`src/sv/length_prefixed_frame_deframer_core_assert.svh`:
```
// assertion macros for the length prefixed frame deframer
`ifndef LENGTH_PREFIXED_FRAME_DEFRAMER_CORE_ASSERT_SVH
`define LENGTH_PREFIXED_FRAME_DEFRAMER_CORE_ASSERT_SVH

// same-cycle implication, checked out of reset
`define LPFD_ASSERT_IMP(lbl, ante, cons, msg) \
  lbl: assert property (@(posedge clk) disable iff (!rst_n) (ante) |-> (cons)) else $error(msg);

// next-cycle implication, checked out of reset
`define LPFD_ASSERT_NXT(lbl, ante, cons, msg) \
  lbl: assert property (@(posedge clk) disable iff (!rst_n) (ante) |=> (cons)) else $error(msg);

`endif

```
`src/sv/lpfd_pkg.sv`:
```
// shared types, constants and helpers of the length prefixed frame deframer
package lpfd_pkg;

  localparam int unsigned BYTE_W   = 8;
  localparam int unsigned LEN_W    = 16;
  localparam int unsigned CFG_IDX_W = 2;
  localparam int unsigned CFG_DATA_W = 16;

  localparam logic [BYTE_W-1:0] LEAD_FIRST_RST  = 8'd62;
  localparam logic [BYTE_W-1:0] LEAD_SECOND_RST = 8'd60;
  localparam logic [LEN_W-1:0]  MAX_PAYLOAD_RST = 16'd172;
  localparam logic [LEN_W-1:0]  OUT_CAP_RST     = 16'hFFFF;

  typedef enum logic [1:0] {
    PH_HUNT = 2'd0,
    PH_LEAD = 2'd1,
    PH_LEN1 = 2'd2,
    PH_DATA = 2'd3
  } phase_t;

  typedef enum logic [CFG_IDX_W-1:0] {
    REG_LEAD_FIRST  = 2'd0,
    REG_LEAD_SECOND = 2'd1,
    REG_MAX_PAYLOAD = 2'd2,
    REG_OUT_CAP     = 2'd3
  } cfg_reg_t;

  typedef struct packed {
    logic [BYTE_W-1:0] lead_first;
    logic [BYTE_W-1:0] lead_second;
    logic [LEN_W-1:0]  max_payload;
    logic [LEN_W-1:0]  out_cap;
  } cfg_t;

  typedef struct packed {
    phase_t            phase;
    logic [BYTE_W-1:0] len_lo;
    logic [LEN_W-1:0]  remaining;
    logic [LEN_W-1:0]  delivered;
  } parse_state_t;

  typedef struct packed {
    logic              valid;
    logic [BYTE_W-1:0] data;
    logic              last;
  } result_t;

  function automatic logic is_lead(input logic [BYTE_W-1:0] b, input cfg_t cfg);
    return (b == cfg.lead_first) || (b == cfg.lead_second);
  endfunction

endpackage

```
`src/sv/length_prefixed_frame_deframer_core.sv`:
```
// top level of the length prefixed frame deframer
//
// in_*  : one received link byte per word; the block hunts for a lead byte,
//         a 16-bit little-endian length and then the payload
// out_* : one payload byte per word, out_tlast on the final delivered byte
//         of a frame (frame end or output capacity reached)
// cfg_* : register writes (0 lead first, 1 lead second, 2 max payload,
//         3 output capacity), taken at any edge with cfg_we high
// path: an accepted byte is held in the input register, parsed from there,
//   and its result word is registered in the result register
// throughput: one byte per cycle while the output is not stalled; the header
//   check and the rescan of the two held length bytes fit in the single parse step
// reset clears the parser to hunting, empties both registers and restores
//   the register defaults
// when out_tready is low with a word waiting, the parse step holds and
//   in_tready drops once the input register is also full
`include "length_prefixed_frame_deframer_core_assert.svh"

module length_prefixed_frame_deframer_core (
  input  logic                                clk,
  input  logic                                rst_n,
  input  logic                                in_tvalid,
  output logic                                in_tready,
  input  logic [lpfd_pkg::BYTE_W-1:0]         in_tdata,   // [7:0] rx_byte
  output logic                                out_tvalid,
  input  logic                                out_tready,
  output logic [lpfd_pkg::BYTE_W-1:0]         out_tdata,  // [7:0] payload_byte
  output logic                                out_tlast,
  input  logic                                cfg_we,
  input  logic [lpfd_pkg::CFG_IDX_W-1:0]      cfg_addr,
  input  logic [lpfd_pkg::CFG_DATA_W-1:0]     cfg_wdata
);

  lpfd_pkg::cfg_t               cfg_r;
  lpfd_pkg::parse_state_t       st_r;
  lpfd_pkg::parse_state_t       st_nxt;
  lpfd_pkg::result_t            res;
  logic                         s1_valid_r;
  logic                         s1_valid_nxt;
  logic [lpfd_pkg::BYTE_W-1:0]  s1_byte_r;
  logic                         out_valid_r;
  logic [lpfd_pkg::BYTE_W-1:0]  out_data_r;
  logic                         out_last_r;
  logic                         advance;

  assign advance      = !out_valid_r || out_tready;
  assign in_tready    = !s1_valid_r || advance;
  assign s1_valid_nxt = in_tready ? in_tvalid : s1_valid_r;

  // configuration registers
  always_ff @(posedge clk) begin
    if (!rst_n) begin
      cfg_r.lead_first  <= lpfd_pkg::LEAD_FIRST_RST;
      cfg_r.lead_second <= lpfd_pkg::LEAD_SECOND_RST;
      cfg_r.max_payload <= lpfd_pkg::MAX_PAYLOAD_RST;
      cfg_r.out_cap     <= lpfd_pkg::OUT_CAP_RST;
    end else if (cfg_we) begin
      unique case (lpfd_pkg::cfg_reg_t'(cfg_addr))
        lpfd_pkg::REG_LEAD_FIRST:  cfg_r.lead_first  <= cfg_wdata[lpfd_pkg::BYTE_W-1:0];
        lpfd_pkg::REG_LEAD_SECOND: cfg_r.lead_second <= cfg_wdata[lpfd_pkg::BYTE_W-1:0];
        lpfd_pkg::REG_MAX_PAYLOAD: cfg_r.max_payload <= cfg_wdata[lpfd_pkg::LEN_W-1:0];
        lpfd_pkg::REG_OUT_CAP:     cfg_r.out_cap     <= cfg_wdata[lpfd_pkg::LEN_W-1:0];
        default: ;
      endcase
    end
  end

  // input register
  always_ff @(posedge clk) begin
    if (!rst_n) begin
      s1_valid_r <= 1'b0;
    end else begin
      s1_valid_r <= s1_valid_nxt;
    end
  end

  always_ff @(posedge clk) begin
    if (in_tready && in_tvalid) begin
      s1_byte_r <= in_tdata;
    end
  end

  lpfd_parse u_parse (
    .cfg     (cfg_r),
    .st      (st_r),
    .rx_byte (s1_byte_r),
    .st_nxt  (st_nxt),
    .res     (res)
  );

  // parser state
  always_ff @(posedge clk) begin
    if (!rst_n) begin
      st_r.phase     <= lpfd_pkg::PH_HUNT;
      st_r.len_lo    <= '0;
      st_r.remaining <= '0;
      st_r.delivered <= '0;
    end else if (s1_valid_r && advance) begin
      st_r <= st_nxt;
    end
  end

  // result register
  always_ff @(posedge clk) begin
    if (!rst_n) begin
      out_valid_r <= 1'b0;
    end else if (advance) begin
      out_valid_r <= s1_valid_r && res.valid;
    end
  end

  always_ff @(posedge clk) begin
    if (advance && s1_valid_r && res.valid) begin
      out_data_r <= res.data;
      out_last_r <= res.last;
    end
  end

  assign out_tvalid = out_valid_r;
  assign out_tdata  = out_data_r;
  assign out_tlast  = out_last_r;

  `LPFD_ASSERT_IMP(a_data_has_remaining, st_r.phase == lpfd_pkg::PH_DATA, st_r.remaining != '0, "payload phase with nothing remaining")
  `LPFD_ASSERT_NXT(a_s1_holds_on_stall, s1_valid_r && !advance, s1_valid_r && $stable(s1_byte_r) && $stable(st_r), "input byte or state moved during stall")
  `LPFD_ASSERT_NXT(a_no_out_without_byte, !s1_valid_r && advance, !out_tvalid, "result word without a parsed byte")

endmodule

```
`src/sv/lpfd_parse.sv`:
```
// header scan, resync and payload delivery for one byte
module lpfd_parse (
  input  lpfd_pkg::cfg_t              cfg,
  input  lpfd_pkg::parse_state_t      st,
  input  logic [lpfd_pkg::BYTE_W-1:0] rx_byte,
  output lpfd_pkg::parse_state_t      st_nxt,
  output lpfd_pkg::result_t           res
);

  logic                       lead_lo;
  logic                       lead_b;
  logic [lpfd_pkg::LEN_W-1:0] flen;
  logic                       room;
  logic                       rem_end;

  assign lead_lo = lpfd_pkg::is_lead(st.len_lo, cfg);
  assign lead_b  = lpfd_pkg::is_lead(rx_byte, cfg);
  assign flen    = {rx_byte, st.len_lo};
  assign room    = st.delivered < cfg.out_cap;
  assign rem_end = st.remaining <= lpfd_pkg::LEN_W'(1);

  // next state
  always_comb begin
    st_nxt = st;
    unique case (st.phase)
      lpfd_pkg::PH_HUNT: begin
        if (lead_b) begin
          st_nxt.phase = lpfd_pkg::PH_LEAD;
        end
      end
      lpfd_pkg::PH_LEAD: begin
        st_nxt.len_lo = rx_byte;
        st_nxt.phase  = lpfd_pkg::PH_LEN1;
      end
      lpfd_pkg::PH_LEN1: begin
        if ((flen == '0) || (flen > cfg.max_payload)) begin
          // drop the lead, rescan both length bytes
          if (lead_lo) begin
            st_nxt.len_lo = rx_byte;
            st_nxt.phase  = lpfd_pkg::PH_LEN1;
          end else if (lead_b) begin
            st_nxt.phase = lpfd_pkg::PH_LEAD;
          end else begin
            st_nxt.phase = lpfd_pkg::PH_HUNT;
          end
        end else begin
          st_nxt.phase     = lpfd_pkg::PH_DATA;
          st_nxt.remaining = flen;
          st_nxt.delivered = '0;
        end
      end
      lpfd_pkg::PH_DATA: begin
        if (room) begin
          st_nxt.delivered = st.delivered + lpfd_pkg::LEN_W'(1);
        end
        if (rem_end) begin
          st_nxt.remaining = '0;
          st_nxt.phase     = lpfd_pkg::PH_HUNT;
        end else begin
          st_nxt.remaining = st.remaining - lpfd_pkg::LEN_W'(1);
        end
      end
      default: st_nxt = st;
    endcase
  end

  // result
  always_comb begin
    res.valid = (st.phase == lpfd_pkg::PH_DATA) && room;
    res.data  = rx_byte;
    res.last  = rem_end || ((st.delivered + lpfd_pkg::LEN_W'(1)) == cfg.out_cap);
  end

endmodule

```
`config.mk`:
```
export PLATFORM = sky130hd
export DESIGN_NAME = length_prefixed_frame_deframer_core
export DESIGN_NICKNAME = d
export VERILOG_FILES = /design/src/sv/lpfd_pkg.sv /design/src/sv/length_prefixed_frame_deframer_core.sv /design/src/sv/lpfd_parse.sv
export VERILOG_INCLUDE_DIRS = /design/src /design/src/sv
export SDC_FILE = /design/constraint.sdc
export NUM_CORES = 1
export LEC_CHECK = 0
export BUFFER_PORTS_ARGS = -buffer_cell sky130_fd_sc_hd__buf_2
export CORE_MARGIN = 3
export CORE_UTILIZATION = 56
export CTS_CLUSTER_SIZE = 30
export DETAILED_ROUTE_END_ITERATION = 12
export GPL_ROUTABILITY_DRIVEN = 0
export GPL_TIMING_DRIVEN = 0
export PLACE_DENSITY = 0.77
export RECOVER_POWER = 50
export SLEW_MARGIN = 20
export SYNTH_ARGS = -nofsm -noshare
export SYNTH_HDL_FRONTEND = slang
export SYNTH_HIERARCHICAL = 1
export SYNTH_SLANG_ARGS = --single-unit
```
`constraint.sdc`:
```
create_clock -name clk -period 2.9 [get_ports clk]
set_input_delay 0.29 -clock clk [delete_from_list [all_inputs] [get_ports clk]]
set_output_delay 0.29 -clock clk [all_outputs]
set_load 0.005 [all_outputs]
```
# Word level (Yosys, flattened, before mapping)
# Index checks and enable logic that the tools add are counted.
# classes
n_addsub,2
magnitude_cmp,3
eq_ne,17
muxes,13
n_reduce_logical,26
# ops
op,n
$pmux W32 S2,1
$eq A8 B8 Y1,4
$mux W16,2
$mux W32,1
$add A16 B1 Y16 const B,1
$eq A16 B16 Y1,1
$gt A16 B16 Y1,1
$le A16 B1 Y1 const B,1
$logic_not A16 Y1,1
$lt A16 B16 Y1,1
$mux W8,2
$pmux W8 S2,1
$sub A16 B1 Y16 const B,1
$ne A2 B1 Y1 const B,5
$eq A2 B2 Y1 const B,4
$mux W2,4
$pmux W2 S4,1
$reduce_and A2 Y1,4
$reduce_and A4 Y1,2
$logic_or A1 B1 Y1,6
$reduce_and A3 Y1,2
$logic_and A1 B1 Y1,5
$eq A2 B1 Y1 const B,2
$logic_not A2 Y1,2
4 further kinds,6
# word_totals
regBits,109

# Depth between registers and ports, before layout
# depth
word_depth,6
mapped_depth,12
ltp_nobuf,10

# Cells and area by module
# The synthesis kept the hierarchy.
# modules_own_cells
mod,instances,cells_per_inst,area_per_inst_um2
length_prefixed_frame_deframer_core,1,404,3950.0
lpfd_parse,1,475,3308.2

# Least setup slack after synthesis
# OpenSTA, ideal clock, no wires.
# synth_timing
kind,flip-flop to flip-flop
from,register st_r[9] (netlist name)
to,register out_data_r (netlist bit out_tdata[0]) (enable)
setup_time_ns,0.374
arrival_ns,2.555
t_required_ns,2.526
path_slack_ns,-0.029
stages_incl_launch_ff,10
period_less_slack_ns,2.929
path_cell_list,dfxtp_1 ha_1 a211oi_1 o21ai_0 a211oi_1 o211ai_2 buf_2 nor2_1 nand2_1 nor2_1
# synth_rtl
element,line,source
start: declaration,length_prefixed_frame_deframer_core.sv:35,lpfd_pkg::parse_state_t st_r;
start signal: assignment,length_prefixed_frame_deframer_core.sv:99,st_r <= st_nxt;
end signal: assignment,length_prefixed_frame_deframer_core.sv:114,out_data_r <= res.data;
end: declaration,length_prefixed_frame_deframer_core.sv:42,logic [lpfd_pkg::BYTE_W-1:0] out_data_r;

# Worst setup path after layout
# layout_timing
from,register s1_byte_r[7] (netlist name)
to,register st_r[33] (netlist name)
# layout_via
elab_chain_cells,4
# layout_lines
element,line,source
start: declaration,length_prefixed_frame_deframer_core.sv:40,logic [lpfd_pkg::BYTE_W-1:0] s1_byte_r;
start signal: assignment,length_prefixed_frame_deframer_core.sv:79,s1_byte_r <= in_tdata;
$gt A16 B16 Y1 or $logic_not A16 Y1 (tied branches),lpfd_parse.sv:36,if ((flen == '0) || (flen > cfg.max_payload)) begin
$logic_or A1 B1 Y1 (*),lpfd_parse.sv:36,
$ne A2 B1 Y1 (no line) (*),-,
$reduce_and A4 Y1 (no line) (*),-,
# Mark *: on every way between the ends. The rest lies on a longest branch, timed or not.
# A chain may end at the register's enable or synchronous reset.

==> summary.md <==
| Metric | Value |
|---|---|
| Clock Path Buffers | 2 |
| Post-Route WL | 20,400 µm |
| Layout cell share with drive strength beyond 1 | 0.138 |
| Launch point of the worst reg-to-reg path | s1_byte_r[7]$_DFFE_PP_ |
| Initial DRC Count | 638 |
| Net Count, Synth | 949 |
| Synth-to-Final Area Change | 13.1% |
| Root Buffer | clkbuf_16 |
| Max frequency | 355 MHz |
| Internal power | 2340 µW |
| Overall routing resource usage | 0.284 |
| HP Start | in_tdata[7] |
| Number of synthesized flops with an enable pin | 17 |
| Vias | 6,863 |
| CTS tree | yes |
| Part of the power in combinational logic | 0.119 |
| CTS hold repair buffers | 0 |
| XOR/XNOR share of the synthesized area | 0.0772 |
| P_sw | 878 µW |
| Fin. max-slew vios | 0 |
| Sequential share of power | 0.502 |
| Number of buffers added on ports | 40 |
| CP max FO | 8 |
| Post-Synth Adder-Cell Area | 0.0672 |
| Die height | 120 µm |
| Clock power share | 0.379 |
| Initial antenna violation count | 0 |
| Post-DRT Antenna Nets | 0 |
| Post-synthesis cell area | 7260 µm² |
| Clock insertion delay at the later pin of the skew report | 360 ps |
| Clock transition at the registers of the reported paths | 80 ps |
| Mux cell area share after synthesis | 0.0953 |
| Core Footprint | 12,400 µm² |
| Distinct cells, synth | 72 |
| Largest net degree at the start of global routing | 21 |
| Ordered list of cells on the worst path | ha_1 > nand4_1 > buf_4 > o311ai_1 > o31ai_2 > o41ai_4 > a22o_1 > nand2_1 > mux2i_1 |
| Cell Pwr Density | 392 nW/µm² |
| Hold Violations, Final | 0 |
| Die W | 120 µm |
| Worst setup path startpoint | s1_byte_r[7]$_DFFE_PP_ |
| Main combinational cell family by area after synthesis | simple AND/OR/NAND/NOR gates |
| Worst EP arrival | 3100 ps |
| # IOs | 42 |
| Tot Pwr | 3220 µW |
| Worst path max stage delay | 540 ps |
| Hold Crit Class | input port to flip-flop |
| Clk sinks | 109 |
| Detailed Routing Iterations Pass 1 | 5 |
| Crit-path slowest cell | o41ai_4 |
| Cell count after synthesis | 879 |
| Synth warn | 6 |
| CTS HTree Levels | 3 |
| Measured slew at the worst slew-check pin | 654 ps |
| Global-route wire length before repair | 32,600 µm |
| CP startpoint kind | flip-flop |
| Number of synthesized register bits | 109 |
| Tmin final | 2820 ps |
| Cell Rows | 40 |
| Clk_skew | 17.8 ps |
| Vias in the first global route | 6,224 |
| Avg Cell Area, Syn | 8.26 µm² |
| DRC | 0 |
| Dpl hpwl | 14,400 µm |
| Period Utilization, post-route | 0.971 |
| Die area | 14,400 µm² |
| Synth Area in Compound Gates | 0.149 |
| Aggregate global routing overflow | 0 |
| Total CTS buffers | 9 |
| Post-Synth Simple-Gate Area | 0.224 |
| Wire length per cell | 18.1 µm |
| Crit Path Class | flip-flop to flip-flop |
| Drt via density | 6.08 |
| IR drop worst, VDD | 0.000382 V |
| Slew headroom | 0.561 |
| Inst Count DP | 1,087 |
| Switching part of the total power | 0.273 |
| Setup violation total in the final timing report | 0 |
| P_leak | 0.00340 µW |
| Final net count | 1,026 |
| Ys flop type | dfxtp_1 |
| Non-filler cells, final | 1,129 |
| Status | completed |
| Asr flop ratio synth | 0 |
| Max-cap viol count | 0 |
| Antenna diode count | 0 |
| Initial Utilization | 0.587 |
| Post-synthesis sequential area ratio | 0.324 |
| Worst setup EP type | flip-flop |
| Critical Path RT | 3180 ps |
==> cell usage after synthesis (all sizes together) (11+ instances only) <==
library cell / instances / area [µm²]
nor2: 20 / 77.6
a21oi: 12 / 60.1
nor3: 11 / 66.3
dfxtp: 92 / 1840
xor2: 28 / 245
inv: 42 / 158
mux2i: 68 / 681
edfxtp: 17 / 510
nor4: 16 / 106
nand4: 14 / 87.6
nand2: 190 / 713
ha: 39 / 488
nand3: 49 / 245
o21ai: 49 / 245
xnor2: 36 / 315
buf: 29 / 191
clkbuf: 28 / 105
==> placed cells by master, fill, tap and decap left out, drive strengths merged, types with 11 or more instances in the layout <==
master	instances
nand2	190
dfxtp	92
buf	82
mux2i	68
clkbuf	50
nand3	49
o21ai	49
inv	47
ha	39
xnor2	36
xor2	28
nor2	21
edfxtp	17
nor4	16
nand4	14
a21oi	12
nor3	11
==> stage by stage <==
stage / TNS (ps) / utilization / hold WS (ps) / setup slack [ps] / cell area (µm²)
6_report: 0 / 0.664 / 95.4 / 82.8 / 8210
5_1_grt: -42.2 / 0.664 / 86.5 / -26.9 / 8210
4_1_cts: 0 / 0.654 / 85.1 / 2.83 / 8090
3_5_place_dp: -11580 / 0.621 / 461 / -524 / 7670
3_3_place_gp: -10540 / 0.621 / 446 / -514 / 7670
2_1_floorplan: 0 / - / 389 / 128 / 7260
==> cell families (layout without fill, tap and decap cells) <==
family,after synthesis,after routing
adders and majority gates,39,39
and+or+nand+nor,346,347
DFF,109,109
muxes,69,69
AOI/OAI and AO/OA,151,151
xor gates and xnor gates,64,64
buffers and inverters,101,182
==> routing by layer <==
metal | routed length, µm | global-route usage
met3 | 1790 | 0.0561
met2 | 9270 | 0.454
met4 | 631 | 0.106
met5 | 0 | 0
met1 | 8700 | 0.382
==> registers in the layout, indices dropped and copies added (netlist names) <==
signal      cells
out_tdata       8
out_tvalid      1
s1_byte_r       8
out_tlast       1
st_r           42
cfg_r          48
s1_valid_r      1
==> what timing repair did <==
item,CTS,global route
gates cloned,1,0
endpoints found under the setup margin,46,47
buffers inserted,11,15
gates resized for setup,9,19
pin swaps,4,5
endpoints found under the hold margin,0,0
==> power groups by stage <==
stage	clock network (µW)	registers, µW	logic, µW
global route	1300	1620	416
detailed placement	0	1670	316
floorplan	0	1640	231
CTS	1240	1620	362
global placement	0	1670	310
finish	1220	1610	383
==> worst max-delay path: cells and delay by family (launching register included) <==
| kind | cells | cell delay [ps] |
|---|---|---|
| AOI/OAI and AO/OA | 4 | 1410 |
| DFF | 1 | 490 |
| adders and majority gates | 1 | 360 |
| buffers and inverters | 1 | 170 |
| and+or+nand+nor | 2 | 150 |
| muxes | 1 | 150 |
==> area by class of cell <==
type | count | area [µm²]
buffer | 56 | 289
clock buffer | 10 | 229
clock inverter | 6 | 60.1
fill | 1062 | 4150
inverter | 44 | 165
multi-input combinational | 670 | 4510
sequential | 109 | 2360
tap | 168 | 210
timing repair buffer | 66 | 385
==> worst paths after layout <==
kind / end / slack, ps / cells after the start
setup reg to reg: st_r[33]$_SDFFE_PN0P_ / 80 / 9
hold reg to reg: cfg_r[31]$_SDFFE_PN0P_ / 470 / 2
hold / removal: s1_byte_r[7]$_DFFE_PP_ / 100 / 1
setup / recovery: st_r[33]$_SDFFE_PN0P_ / 80 / 9
Power figures use the tool's default switching activity.
